### src/hdl/four_neighbor_autotile_classifier_unit_macros.svh
// Assertion macros used by the autotile classifier top level.
`ifndef FOUR_NEIGHBOR_AUTOTILE_CLASSIFIER_UNIT_MACROS_SVH
`define FOUR_NEIGHBOR_AUTOTILE_CLASSIFIER_UNIT_MACROS_SVH

// Same-cycle implication, checked out of reset.
`define FNAC_ASSERT_IMP(name, clk, rstn, ante, cons, msg) \
  name: assert property (@(posedge clk) disable iff (!rstn) (ante) |-> (cons)) else $error(msg);

// Next-cycle implication, checked out of reset.
`define FNAC_ASSERT_NXT(name, clk, rstn, ante, cons, msg) \
  name: assert property (@(posedge clk) disable iff (!rstn) (ante) |=> (cons)) else $error(msg);

`endif

### src/hdl/fnac_pkg.sv
// Shared types, constants and the rule lookup of the autotile classifier.
package fnac_pkg;

  localparam int MAX_WIDTH = 32;
  localparam int MAX_ROWS  = 1024;
  localparam int COL_W     = $clog2(MAX_WIDTH);
  localparam int ROW_W     = $clog2(MAX_ROWS);
  localparam int TILE_W    = 8;
  localparam int TEX_W     = 8;
  localparam int CFG_IDX_W = 2;
  localparam int CFG_DAT_W = 64;
  localparam int WCFG_W    = 6;
  localparam int HCFG_W    = 11;

  // Configuration register indexes.
  typedef enum logic [CFG_IDX_W-1:0] {
    REG_MAP_WIDTH  = 2'd0,
    REG_MAP_HEIGHT = 2'd1,
    REG_RULES_LOW  = 2'd2,
    REG_RULES_HIGH = 2'd3
  } cfg_reg_e;

  // Controller states.
  typedef enum logic {
    ST_ACCEPT = 1'b0,
    ST_FLUSH  = 1'b1
  } ctrl_state_e;

  // Commands from the controller to the datapath.
  typedef struct packed {
    logic accept;      // input transfer this cycle
    logic flush;       // controller is sweeping the last row
    logic flush_step;  // one flush result is produced this cycle
    logic emit;        // load the output register
    logic restart;     // frame geometry was rewritten
  } ctrl_cmd_t;

  // Status from the datapath to the controller.
  typedef struct packed {
    logic row_nonzero;
    logic col_last;
    logic row_last;
  } dp_status_t;

  // Pick the texture for a tile from its neighbor mask; empty tiles give 0.
  function automatic logic [TEX_W-1:0] classify(
    input logic                     self_occ,
    input logic [3:0]               mask,
    input logic [2*CFG_DAT_W-1:0]   rules
  );
    logic [TEX_W-1:0] tex;
    tex = rules[{mask, 3'b000} +: TEX_W];
    return self_occ ? tex : '0;
  endfunction

endpackage

### src/hdl/fnac_ctrl.sv
// Controller state machine: input acceptance, row flush sequencing, output valid.
module fnac_ctrl (
  input  logic                          clk_i,
  input  logic                          rst_ni,
  input  logic                          in_valid_i,
  output logic                          in_stall_o,
  output logic                          out_valid_o,
  input  logic                          out_stall_i,
  input  logic                          cfg_valid_i,
  input  logic [fnac_pkg::CFG_IDX_W-1:0] cfg_index_i,
  input  fnac_pkg::dp_status_t          status_i,
  output fnac_pkg::ctrl_cmd_t           cmd_o
);

  fnac_pkg::ctrl_state_e state_q, state_d;
  logic                  out_valid_q, out_valid_d;
  logic                  out_free;
  fnac_pkg::cfg_reg_e    cfg_reg;

  assign cfg_reg  = fnac_pkg::cfg_reg_e'(cfg_index_i);
  // The output register can take a new result if empty or being drained.
  assign out_free = !out_valid_q || !out_stall_i;

  // State register and output valid flag.
  always_ff @(posedge clk_i or negedge rst_ni) begin
    if (!rst_ni) begin
      state_q     <= fnac_pkg::ST_ACCEPT;
      out_valid_q <= 1'b0;
    end else begin
      state_q     <= state_d;
      out_valid_q <= out_valid_d;
    end
  end

  // Next state and commands.
  always_comb begin
    state_d    = state_q;
    cmd_o      = '0;
    in_stall_o = 1'b1;
    unique case (state_q)
      fnac_pkg::ST_ACCEPT: begin
        in_stall_o   = !out_free;
        cmd_o.accept = in_valid_i && out_free;
        cmd_o.emit   = cmd_o.accept && status_i.row_nonzero;
        if (cmd_o.accept && status_i.col_last && status_i.row_last) begin
          state_d = fnac_pkg::ST_FLUSH;
        end
      end
      fnac_pkg::ST_FLUSH: begin
        cmd_o.flush      = 1'b1;
        cmd_o.flush_step = out_free;
        cmd_o.emit       = out_free;
        if (out_free && status_i.col_last) begin
          state_d = fnac_pkg::ST_ACCEPT;
        end
      end
      default: state_d = fnac_pkg::ST_ACCEPT;
    endcase

    // A geometry write restarts the frame.
    cmd_o.restart = cfg_valid_i &&
                    (cfg_reg == fnac_pkg::REG_MAP_WIDTH ||
                     cfg_reg == fnac_pkg::REG_MAP_HEIGHT);
    if (cmd_o.restart) begin
      state_d = fnac_pkg::ST_ACCEPT;
    end

    // Output valid holds until the result transfers.
    if (cmd_o.emit) begin
      out_valid_d = 1'b1;
    end else begin
      out_valid_d = out_valid_q && out_stall_i;
    end
  end

  assign out_valid_o = out_valid_q;

endmodule

### src/hdl/fnac_datapath.sv
// Datapath: configuration registers, row stores, neighbor window, counters and result register.
module fnac_datapath (
  input  logic                           clk_i,
  input  logic                           rst_ni,
  input  logic [fnac_pkg::TILE_W-1:0]    tile_value_i,
  input  logic                           cfg_valid_i,
  input  logic [fnac_pkg::CFG_IDX_W-1:0] cfg_index_i,
  input  logic [fnac_pkg::CFG_DAT_W-1:0] cfg_data_i,
  input  fnac_pkg::ctrl_cmd_t            cmd_i,
  output fnac_pkg::dp_status_t           status_o,
  output logic [fnac_pkg::TEX_W-1:0]     texture_index_o,
  output logic [fnac_pkg::COL_W-1:0]     column_o,
  output logic [fnac_pkg::ROW_W-1:0]     row_o,
  output logic                           frame_done_o
);

  // Configuration, stored as last column and last row.
  logic [fnac_pkg::COL_W-1:0]     w_last_q;
  logic [fnac_pkg::ROW_W-1:0]     h_last_q;
  logic [fnac_pkg::CFG_DAT_W-1:0] rules_low_q, rules_high_q;
  logic [fnac_pkg::WCFG_W-1:0]    w_val;
  logic [fnac_pkg::HCFG_W-1:0]    h_val;
  fnac_pkg::cfg_reg_e             cfg_reg;

  // Frame position and occupancy stores.
  logic [fnac_pkg::COL_W-1:0] col_q, col_d, col_inc;
  logic [fnac_pkg::ROW_W-1:0] row_q, row_d;
  logic                       bank_q, bank_d;
  logic                       row_a_q [fnac_pkg::MAX_WIDTH];
  logic                       row_b_q [fnac_pkg::MAX_WIDTH];

  // Neighbor window over the row being classified.
  logic win_left_q, win_left_d, win_self_q, win_self_d;
  logic first_q;

  logic [fnac_pkg::COL_W-1:0] cur_addr, prv_addr, a_addr, b_addr;
  logic                       a_rd, b_rd, cur_rd, prv_rd;
  logic                       tile_occ, col_last, row_last, row_ge2;
  logic                       nb_below, nb_above, nb_right;
  logic [fnac_pkg::TEX_W-1:0] tex;

  assign cfg_reg  = fnac_pkg::cfg_reg_e'(cfg_index_i);
  assign w_val    = cfg_data_i[fnac_pkg::WCFG_W-1:0];
  assign h_val    = cfg_data_i[fnac_pkg::HCFG_W-1:0];
  assign tile_occ = (tile_value_i != '0);
  assign col_inc  = col_q + 1'b1;
  assign col_last = (col_q == w_last_q);
  assign row_last = (row_q == h_last_q);
  assign row_ge2  = (row_q[fnac_pkg::ROW_W-1:1] != '0);

  assign status_o.row_nonzero = (row_q != '0);
  assign status_o.col_last    = col_last;
  assign status_o.row_last    = row_last;

  // Configuration registers, saturated on write.
  always_ff @(posedge clk_i or negedge rst_ni) begin
    if (!rst_ni) begin
      w_last_q     <= '0;
      h_last_q     <= '0;
      rules_low_q  <= '0;
      rules_high_q <= '0;
    end else if (cfg_valid_i) begin
      unique case (cfg_reg)
        fnac_pkg::REG_MAP_WIDTH: begin
          if (w_val == '0) begin
            w_last_q <= '0;
          end else if (w_val > fnac_pkg::WCFG_W'(fnac_pkg::MAX_WIDTH)) begin
            w_last_q <= fnac_pkg::COL_W'(fnac_pkg::MAX_WIDTH - 1);
          end else begin
            w_last_q <= fnac_pkg::COL_W'(w_val - 1'b1);
          end
        end
        fnac_pkg::REG_MAP_HEIGHT: begin
          if (h_val == '0) begin
            h_last_q <= '0;
          end else if (h_val > fnac_pkg::HCFG_W'(fnac_pkg::MAX_ROWS)) begin
            h_last_q <= fnac_pkg::ROW_W'(fnac_pkg::MAX_ROWS - 1);
          end else begin
            h_last_q <= fnac_pkg::ROW_W'(h_val - 1'b1);
          end
        end
        fnac_pkg::REG_RULES_LOW:  rules_low_q  <= cfg_data_i;
        fnac_pkg::REG_RULES_HIGH: rules_high_q <= cfg_data_i;
        default: ;
      endcase
    end
  end

  // Read ports: the incoming row store and the row above, one address each.
  always_comb begin
    cur_addr = cmd_i.flush ? col_inc : col_q;
    prv_addr = cmd_i.flush ? col_q : col_inc;
    a_addr   = bank_q ? prv_addr : cur_addr;
    b_addr   = bank_q ? cur_addr : prv_addr;
  end

  assign a_rd   = row_a_q[a_addr];
  assign b_rd   = row_b_q[b_addr];
  assign cur_rd = bank_q ? b_rd : a_rd;
  assign prv_rd = bank_q ? a_rd : b_rd;

  // Neighbor bits for the tile being classified.
  always_comb begin
    if (cmd_i.flush) begin
      nb_below = 1'b0;
      nb_above = status_o.row_nonzero && prv_rd;
      nb_right = !col_last && cur_rd;
    end else begin
      nb_below = tile_occ;
      nb_above = row_ge2 && cur_rd;
      nb_right = !col_last && prv_rd;
    end
  end

  assign tex = fnac_pkg::classify(win_self_q, {nb_below, nb_above, nb_right, win_left_q},
                                  {rules_high_q, rules_low_q});

  // Counter, bank and window updates.
  always_comb begin
    col_d      = col_q;
    row_d      = row_q;
    bank_d     = bank_q;
    win_left_d = win_left_q;
    win_self_d = win_self_q;
    if (cmd_i.restart) begin
      col_d  = '0;
      row_d  = '0;
      bank_d = 1'b0;
    end else if (cmd_i.accept) begin
      if (col_last) begin
        // Next pass starts at column zero of the row just completed.
        col_d      = '0;
        win_left_d = 1'b0;
        win_self_d = (col_q == '0) ? tile_occ : first_q;
        if (!row_last) begin
          row_d  = row_q + 1'b1;
          bank_d = !bank_q;
        end
      end else begin
        col_d      = col_inc;
        win_left_d = win_self_q;
        win_self_d = prv_rd;
      end
    end else if (cmd_i.flush_step) begin
      if (col_last) begin
        col_d  = '0;
        row_d  = '0;
        bank_d = 1'b0;
      end else begin
        col_d      = col_inc;
        win_left_d = win_self_q;
        win_self_d = cur_rd;
      end
    end
  end

  // Position registers and occupancy stores.
  always_ff @(posedge clk_i or negedge rst_ni) begin
    if (!rst_ni) begin
      col_q  <= '0;
      row_q  <= '0;
      bank_q <= 1'b0;
      for (int i = 0; i < fnac_pkg::MAX_WIDTH; i++) begin
        row_a_q[i] <= 1'b0;
        row_b_q[i] <= 1'b0;
      end
    end else begin
      col_q  <= col_d;
      row_q  <= row_d;
      bank_q <= bank_d;
      if (cmd_i.accept) begin
        if (bank_q) begin
          row_b_q[col_q] <= tile_occ;
        end else begin
          row_a_q[col_q] <= tile_occ;
        end
      end
    end
  end

  // Window, first-column bit and result payload.
  always_ff @(posedge clk_i) begin
    win_left_q <= win_left_d;
    win_self_q <= win_self_d;
    if (cmd_i.accept && col_q == '0) begin
      first_q <= tile_occ;
    end
    if (cmd_i.emit) begin
      texture_index_o <= tex;
      column_o        <= col_q;
      row_o           <= cmd_i.flush ? row_q : row_q - 1'b1;
      frame_done_o    <= cmd_i.flush && col_last;
    end
  end

endmodule

### src/hdl/four_neighbor_autotile_classifier_unit.sv
// Four-neighbor autotile classifier: streams a tile map in raster order and
// returns one texture index per tile, chosen by which of its four neighbors
// are occupied. One tile is taken per clock while the result side is not
// stalled. A tile's result leaves once the tile below it has arrived, so the
// first row gives no results. The last tile of a frame is followed by a sweep
// of the final row, one result per cycle while the result side is not stalled,
// during which no tile is taken. Row occupancy sits in two flip-flop banks
// cleared by reset, so no clearing pass is needed. Writing map_width or
// map_height restarts the frame; configuration is written only while idle,
// a rule for the user that the block does not enforce. The write channel is
// always ready.
module four_neighbor_autotile_classifier_unit (
  input  logic                           clk_i,
  input  logic                           rst_ni,
  input  logic                           in_valid_i,
  output logic                           in_stall_o,
  input  logic [fnac_pkg::TILE_W-1:0]    tile_value_i,
  output logic                           out_valid_o,
  input  logic                           out_stall_i,
  output logic [fnac_pkg::TEX_W-1:0]     texture_index_o,
  output logic [fnac_pkg::COL_W-1:0]     column_o,
  output logic [fnac_pkg::ROW_W-1:0]     row_o,
  output logic                           frame_done_o,
  input  logic                           cfg_valid_i,
  output logic                           cfg_ready_o,
  input  logic [fnac_pkg::CFG_IDX_W-1:0] cfg_index_i,
  input  logic [fnac_pkg::CFG_DAT_W-1:0] cfg_data_i
);

  `include "four_neighbor_autotile_classifier_unit_macros.svh"

  fnac_pkg::ctrl_cmd_t  cmd;
  fnac_pkg::dp_status_t status;

  assign cfg_ready_o = 1'b1;

  // Sequencing.
  fnac_ctrl u_ctrl (
    .clk_i       (clk_i),
    .rst_ni      (rst_ni),
    .in_valid_i  (in_valid_i),
    .in_stall_o  (in_stall_o),
    .out_valid_o (out_valid_o),
    .out_stall_i (out_stall_i),
    .cfg_valid_i (cfg_valid_i),
    .cfg_index_i (cfg_index_i),
    .status_i    (status),
    .cmd_o       (cmd)
  );

  // Classification and storage.
  fnac_datapath u_datapath (
    .clk_i           (clk_i),
    .rst_ni          (rst_ni),
    .tile_value_i    (tile_value_i),
    .cfg_valid_i     (cfg_valid_i),
    .cfg_index_i     (cfg_index_i),
    .cfg_data_i      (cfg_data_i),
    .cmd_i           (cmd),
    .status_o        (status),
    .texture_index_o (texture_index_o),
    .column_o        (column_o),
    .row_o           (row_o),
    .frame_done_o    (frame_done_o)
  );

  // No tile is taken while the last row is being swept out.
  `FNAC_ASSERT_IMP(a_no_input_in_flush, clk_i, rst_ni, cmd.flush, in_stall_o, "tile taken during flush")
  // A waiting result is never overwritten.
  `FNAC_ASSERT_IMP(a_no_overwrite, clk_i, rst_ni, out_valid_o && out_stall_i, !cmd.emit, "result overwritten")
  // A tile below the first row always yields a result on the next cycle.
  `FNAC_ASSERT_NXT(a_accept_emits, clk_i, rst_ni, cmd.accept && status.row_nonzero, out_valid_o, "result missing")

endmodule

### config.mk
export PLATFORM = sky130hd
export DESIGN_NAME = four_neighbor_autotile_classifier_unit
export DESIGN_NICKNAME = d
export VERILOG_FILES = /design/src/hdl/fnac_pkg.sv /design/src/hdl/fnac_ctrl.sv /design/src/hdl/fnac_datapath.sv /design/src/hdl/four_neighbor_autotile_classifier_unit.sv
export VERILOG_INCLUDE_DIRS = /design/src /design/src/hdl
export SDC_FILE = /design/constraint.sdc
export NUM_CORES = 1
export LEC_CHECK = 0
export BUFFER_PORTS_ARGS = -buffer_cell sky130_fd_sc_hd__buf_4
export CELL_PAD_IN_SITES_DETAIL_PLACEMENT = 0
export CELL_PAD_IN_SITES_GLOBAL_PLACEMENT = 1
export CORE_ASPECT_RATIO = 0.75
export CORE_UTILIZATION = 43
export CTS_BUF_LIST = sky130_fd_sc_hd__clkbuf_4 sky130_fd_sc_hd__clkbuf_8 sky130_fd_sc_hd__clkbuf_16
export CTS_CLUSTER_SIZE = 20
export DETAILED_ROUTE_END_ITERATION = 12
export GPL_ROUTABILITY_DRIVEN = 0
export HOLD_SLACK_MARGIN = 0.05
export PLACE_DENSITY = 0.72
export SYNTH_ARGS = -nofsm -noshare
export SYNTH_HDL_FRONTEND = slang
export SYNTH_HIERARCHICAL = 1
export SYNTH_SLANG_ARGS = --single-unit
### constraint.sdc
create_clock -name clk_i -period 9.4 [get_ports clk_i]
set_input_delay 1.88 -clock clk_i [delete_from_list [all_inputs] [get_ports clk_i]]
set_output_delay 1.88 -clock clk_i [all_outputs]
set_load 0.01 [all_outputs]
== Yosys cells after proc, flatten, opt, wreduce, memory -nomap -nowiden ==
Index checks and enable logic that the tools add are counted.

* Register bits after elaboration: 252
* Latch bits: 0
* Memory bits (writable): 0
* Bits in read-only memories: 0
* Output and inout port bits: 27
* Logic and storage cells: 202
* Memories kept: 0

* Add/sub/neg operators: 5
* Multipliers: 0
* Div/mod/pow operators: 0
* $lt $le $gt $ge: 6
* Eq/ne operators: 7
* Shift operators: 1
* Muxes and demuxes: 58
* Bitwise gates (word level): 6
* Reductions and logical operators: 39

{| class="wikitable"
|+ Operators with widths
! kind !! number
|-
| $shiftx A128 B8 Y8 || 1
|-
| $mux W10 || 9
|-
| $bwmux W32 || 2
|-
| $mux W5 || 10
|-
| $mux W1 || 31
|-
| $sub A10 B1 Y10 const B || 2
|-
| $ge A6 B6 Y1 const B || 3
|-
| $not A5 Y6 || 3
|-
| $logic_and A1 B1 Y1 || 14
|-
| $reduce_and A2 Y1 || 6
|-
| $gt A11 B11 Y1 const B || 1
|-
| $logic_not A11 Y1 || 1
|-
| $add A10 B1 Y10 const B || 1
|-
| $bmux W1 S5 || 2
|-
| $eq A10 B10 Y1 || 1
|-
| $reduce_bool A10 Y1 || 1
|-
| $reduce_bool A9 Y1 || 1
|-
| $reduce_bool A8 Y1 || 1
|-
| $gt A6 B6 Y1 const B || 1
|-
| $logic_not A6 Y1 || 1
|-
| $lt A6 B1 Y1 const B || 1
|-
| $reduce_and A3 Y1 || 2
|-
| $add A5 B1 Y5 const B || 1
|-
| $demux W1 S5 || 1
|-
| 15 further kinds || 25
|}

== Longest topological paths before layout ==
* Depth in word-level cells: 13
* Mapped depth: 19
* Mapped depth without buffers: 12

== Modules after synthesis ==
Netlist, hierarchy kept.

{| class="wikitable"
|+ Modules (own cells, without submodules)
! module !! instances !! cells an instance !! area an instance (µm²) !! seq. area each (µm²)
|-
| fnac_datapath || 1 || 1154 || 12958.7 || 6391.1
|-
| fnac_ctrl || 1 || 17 || 138.9 || 50.0
|-
| four_neighbor_autotile_classifier_unit || 1 || 2 || 11.3 || 0.0
|}

== Least setup slack after synthesis ==
Ideal clock, no wire load.

* Path kind: input to output
* Start point: input port out_stall_i
* End point: output port in_stall_o
* Arrival: 2.063 ns
* Setup slack: 5.457 ns
* Stages: 2
* Path buffers: 0
* Cells stage by stage: nand2_2 -> nand2b_1

* Cells in the longest elaborated chain, start to end: 4

{| class="wikitable"
|+ Ends and longest elaborated chain
! what !! RTL line !! RTL
|-
| start: declaration || four_neighbor_autotile_classifier_unit.sv:19 || <nowiki>input logic out_stall_i,</nowiki>
|-
| $logic_not A1 Y1 || fnac_ctrl.sv:22 || <nowiki>assign out_free = !out_valid_q || !out_stall_i;</nowiki>
|-
| $logic_or A1 B1 Y1 || fnac_ctrl.sv:22 ||
|-
| $logic_not A1 Y1 || fnac_ctrl.sv:42 || <nowiki>in_stall_o = !out_free;</nowiki>
|-
| $mux W1 || fnac_ctrl.sv:40 || <nowiki>unique case (state_q)</nowiki>
|-
| end: declaration || four_neighbor_autotile_classifier_unit.sv:16 || <nowiki>output logic in_stall_o,</nowiki>
|}

No other way between the ends.

== Worst setup path in the final report ==
* Start point: register u_datapath/col_q[1] in the netlist's numbering
* End point: register u_datapath/texture_index_o[5] in the netlist's numbering (data pin)

* Cells in the longest elaborated chain, start to end: 11
* Elaborated cells between the ends (all ways): 24
* Those cells by class: 1 x add/sub; 1 x eq/ne; 1 x shift; 14 x mux; 2 x bitwise; 5 x reduce/logical

{| class="wikitable"
|+ Ends and longest elaborated chain
! what !! RTL line !! RTL
|-
| start: declaration || fnac_datapath.sv:26 || <nowiki>logic [fnac_pkg::COL_W-1:0] col_q, col_d, col_inc;</nowiki>
|-
| start signal: assignment || fnac_datapath.sv:168 || <nowiki>col_q <= col_d;</nowiki>
|-
| $add A5 B1 Y5 || fnac_datapath.sv:46 || <nowiki>assign col_inc = col_q + 1'b1;</nowiki>
|-
| $mux W5, on equally long branches || fnac_datapath.sv:92, fnac_datapath.sv:91 ||
|-
| $mux W5, on equally long branches || fnac_datapath.sv:94, fnac_datapath.sv:93 ||
|-
| $not A5 Y6, on equally long branches || fnac_datapath.sv:98, fnac_datapath.sv:97 ||
|-
| $bmux W1 S5, on equally long branches || fnac_datapath.sv:98, fnac_datapath.sv:97 ||
|-
| $mux W1, on equally long branches (2 in series) || fnac_datapath.sv:98, fnac_datapath.sv:97 ||
|-
| $mux W1, on equally long branches || fnac_datapath.sv:100, fnac_datapath.sv:99 ||
|-
| $logic_and A1 B1 Y1, on equally long branches || - ||
|-
| $mux W1 || fnac_datapath.sv:104 || <nowiki>if (cmd_i.flush) begin</nowiki>
|-
| $shiftx A128 B8 Y8 (*) || fnac_pkg.sv:52 || <nowiki>tex = rules[{mask, 3'b000} +: TEX_W];</nowiki>
|-
| end signal: assignment || fnac_datapath.sv:189 || <nowiki>texture_index_o <= tex;</nowiki>
|-
| end: declaration || fnac_datapath.sv:11 || <nowiki>output logic [fnac_pkg::TEX_W-1:0] texture_index_o,</nowiki>
|}

Mark *: on every way between the ends. The rest lies on a longest branch, timed or not. The select of a mux whose other input is x is not followed.
A chain may end at the register's enable or synchronous reset.

==> metrics.md <==
| Metric | Value |
|---|---|
| DR DRC count | 0 |
| Post-route setup TNS | 0 ps |
| Post-synth top area cell | dfrtp_1 |
| Filler Cell Count | 2644 |
| Drt via density | 5.64 |
| CP endpoint kind | register |
| Final wirelength | 34.3 mm |
| Hold crit path type | reg2reg |
| Rows | 54 |
| Iter 0 DRT Violations | 762 |
| Synth top cells by count | dfrtp_1, nor2_1, mux2_2 |
| Synthesized area | 0.0131 mm2 |
| RSZ-0062 raised after global routing | false |
| Worst setup SP type | register |
| Largest net degree at the start of global routing | 109 |
| Worst Skew | 13.3 ps |
| Final ANT Viol Nets | 0 |
| Syn Nets | 1259 |
| Number of synthesized flops with an enable pin | 27 |
| Post_cts resized | 0 |
| Ys async rst share | 89.3% |
| Peak VDD IR | 0.130 mV |
| CTS Sinks | 252 |
| Warnings, synthesis | 6 |
| Final Net Count | 1321 |
| Die Wd | 204 um |
| Synth Instances | 1173 |
| Leakage | 6.50 nW |
| Root buf cell | clkbuf_16 |
| Finished Cell Area | 0.0150 mm2 |
| H-tree level count | 1 |
| Synth-to-Final Area Change | 14.7% |
| Core area | 0.0295 mm2 |
| Fin. Hold Viols | 0 |
| Boundary pin count | 106 |
| Synth area leaders | dfrtp_1, mux2_2, edfxtp_1 |
| TritonCTS Buffers | 27 |
| Crit share post-route | 52.1% |
| Max-cap violations | 0 |
| HPWL Detailed | 23.0 mm |
| Distinct cell type count after synthesis | 73 |
| Tot GR Track Use | 22.6% |
| Initial antenna violation count | 2 |
| Most frequent cell after synthesis | dfrtp_1 |
| Max transition margin | 27.9% |
| Finished Layout Cells | 1648 |
| Number of global-route vias before repair | 8968 |
| Cell Area, Placed | 0.0141 mm2 |
| Total gr overflow | 0 |
| Worst-Margin Slew | 1080 ps |
| Total power | 0.00351 W |
| Max-slew violations | 0 |
| Detailed-router iteration count before antenna repair | 5 |
| Ys flop type | dfrtp_1 |
| Clk buf depth | 3 |
| Port Buf Inserts | 104 |
| Setup Crit Path Kind | reg2reg |
| Starting Density | 44.4% |
| Critical Path AT | 5180 ps |
| Power Dens Cells | 233 mW/mm2 |
| Syn avg cell area | 11.2 um2 |
| Post-Place Cells | 1598 |
| Post-synthesis sequential area ratio | 49.1% |
| Worst-path maximum fanout | 32 |
| First-pass GRT wire length | 54.3 mm |
| Worst EP required | 9690 ps |
| Status | finished, final reports clean |
| Routed length per instance | 20.8 um |
| Min cycle time layout | 4890 ps |
| Achievable Freq | 0.204 GHz |
| Die ar. | 0.0312 mm2 |
| Worst-path clk slew | 60 ps |
| Clock Latency Late Sink | 540 ps |
| DIE HEIGHT | 153 um |
| CTS tree | built |
| Top cell type's share of synthesized area | 43.0% |
| Vias | 9289 |
| Layout cell share with drive strength beyond 1 | 28.1% |
| Postcts setup bufs | 0 |
| FF+latch count, synth | 252 |
| Cts hold-fix bufs | 0 |
| Final setup viols | 0 |
per-layer routing:
layer / vias up / part of all wire [%] / GRT usage [%] / wire length, um
li1: 4340 / - / - / -
met1: 4681 / 50 / 36.0 / 17200
met2: 232 / 42 / 31.2 / 14400
met3: 36 / 6.2 / 4.50 / 2120
met4: 0 / 1.8 / 4.69 / 621
met5: - / 0 / 0 / 0
layout make-up:
class,count,area [um2],area share [%]
multi-input combinational,820,6230,41.5
timing repair buffer,116,878,5.84
tap,392,490,3.26
sequential,252,6440,42.9
antenna,1,2.50,0.0166
clock buffer,42,826,5.49
clock inverter,7,91.3,0.608
inverter,18,67.6,0.449
where the power goes:
group / total (W) / internal (W) / switching [W]
Clock: 0.00109 / 0.000658 / 0.000435
Combinational: 0.000998 / 0.000464 / 0.000533
Sequential: 0.00142 / 0.00129 / 0.000131
Total: 0.00351 / 0.00241 / 0.00110
per-stage QoR:
stage               utilization, %  hold slack [ps]  setup slack [ps]
floorplan                        -              423              5460
global route                  50.9              503              4180
global placement              47.8              465              4650
CTS                           50.9              486              4520
detailed placement            47.8              472              4550
finish                        50.9              482              4510
worst max-delay path, cell delays in order (launching register included):
cell and delay (ps):
dfrtp_1 320, buf_4 390, inv_1 210, ha_1 560, buf_4 370, inv_1 140, mux2i_1 230, a211oi_1 80
nor4_1 470, nor2_1 80, a21oi_1 130, a32o_2 910, mux4_2 430, nor3_1 180, nor3_1 80
kinds of logic after synthesis:
logic type	after synthesis	synth area share, %
buf+inv	101	3.45
compound gates	197	9.16
xor+xnor	45	3.24
mux	233	22.6
fa+ha+maj	10	0.897
simple gates	334	11.5
other cells	1	0.0286
flops	252	49.1
registers in the layout (all words and copies together), names as in the netlist:
signal                      flops
u_ctrl/out_valid_o              1
u_ctrl/state_q                  1
u_datapath/bank_q               1
u_datapath/col_q                5
u_datapath/column_o             5
u_datapath/first_q              1
u_datapath/frame_done_o         1
u_datapath/h_last_q            10
u_datapath/row_a_q             32
u_datapath/row_b_q             32
u_datapath/row_o               10
u_datapath/row_q               10
u_datapath/rules_high_q        64
u_datapath/rules_low_q         64
u_datapath/texture_index_o      8
u_datapath/w_last_q             5
u_datapath/win_left_q           1
u_datapath/win_self_q           1
final timing paths:
kind	from	endpoint	slack, ps	depth (start not counted)
worst max-delay path	u_datapath/col_q[1]	u_datapath/texture_index_o[5]	4510	14
worst min-delay path	u_datapath/rules_high_q[1]	u_datapath/rules_high_q[1]	480	2
worst max register to register	u_datapath/col_q[1]	u_datapath/texture_index_o[5]	4510	14
worst min register to register	u_datapath/rules_high_q[1]	u_datapath/rules_high_q[1]	480	2
max in group asynchronous	rst_ni	u_datapath/col_q[0]	6490	2
min in group asynchronous	rst_ni	u_datapath/row_q[6]	1380	1
cell usage in the layout, fill, tap and decap left out, types with 4 or more instances in the layout:
cell and count:
dfrtp_1 224, nor2_1 163, mux2_2 127, buf_4 115, a21oi_1 90, mux2i_1 69
nand2_1 59, mux4_2 36, o21ai_0 35, nor3_1 34, xor2_1 28, clkbuf_16 27
edfxtp_1 27, inv_1 16, nand3_1 15, xnor2_1 13, a31oi_1 10, clkbuf_4 9
nor4_1 9, nand2b_1 8, nor2b_1 7, ha_1 7, clkbuf_8 6, a21o_1 6
o221ai_1 6, a211oi_1 5, nand4_1 5, clkinv_2 4, or3_1 4, and3_1 4
nand3b_1 4, a22oi_1 4, o22ai_1 4, o211a_1 4, and2_1 4, o31ai_1 4
(Power assumes the default switching activity.)
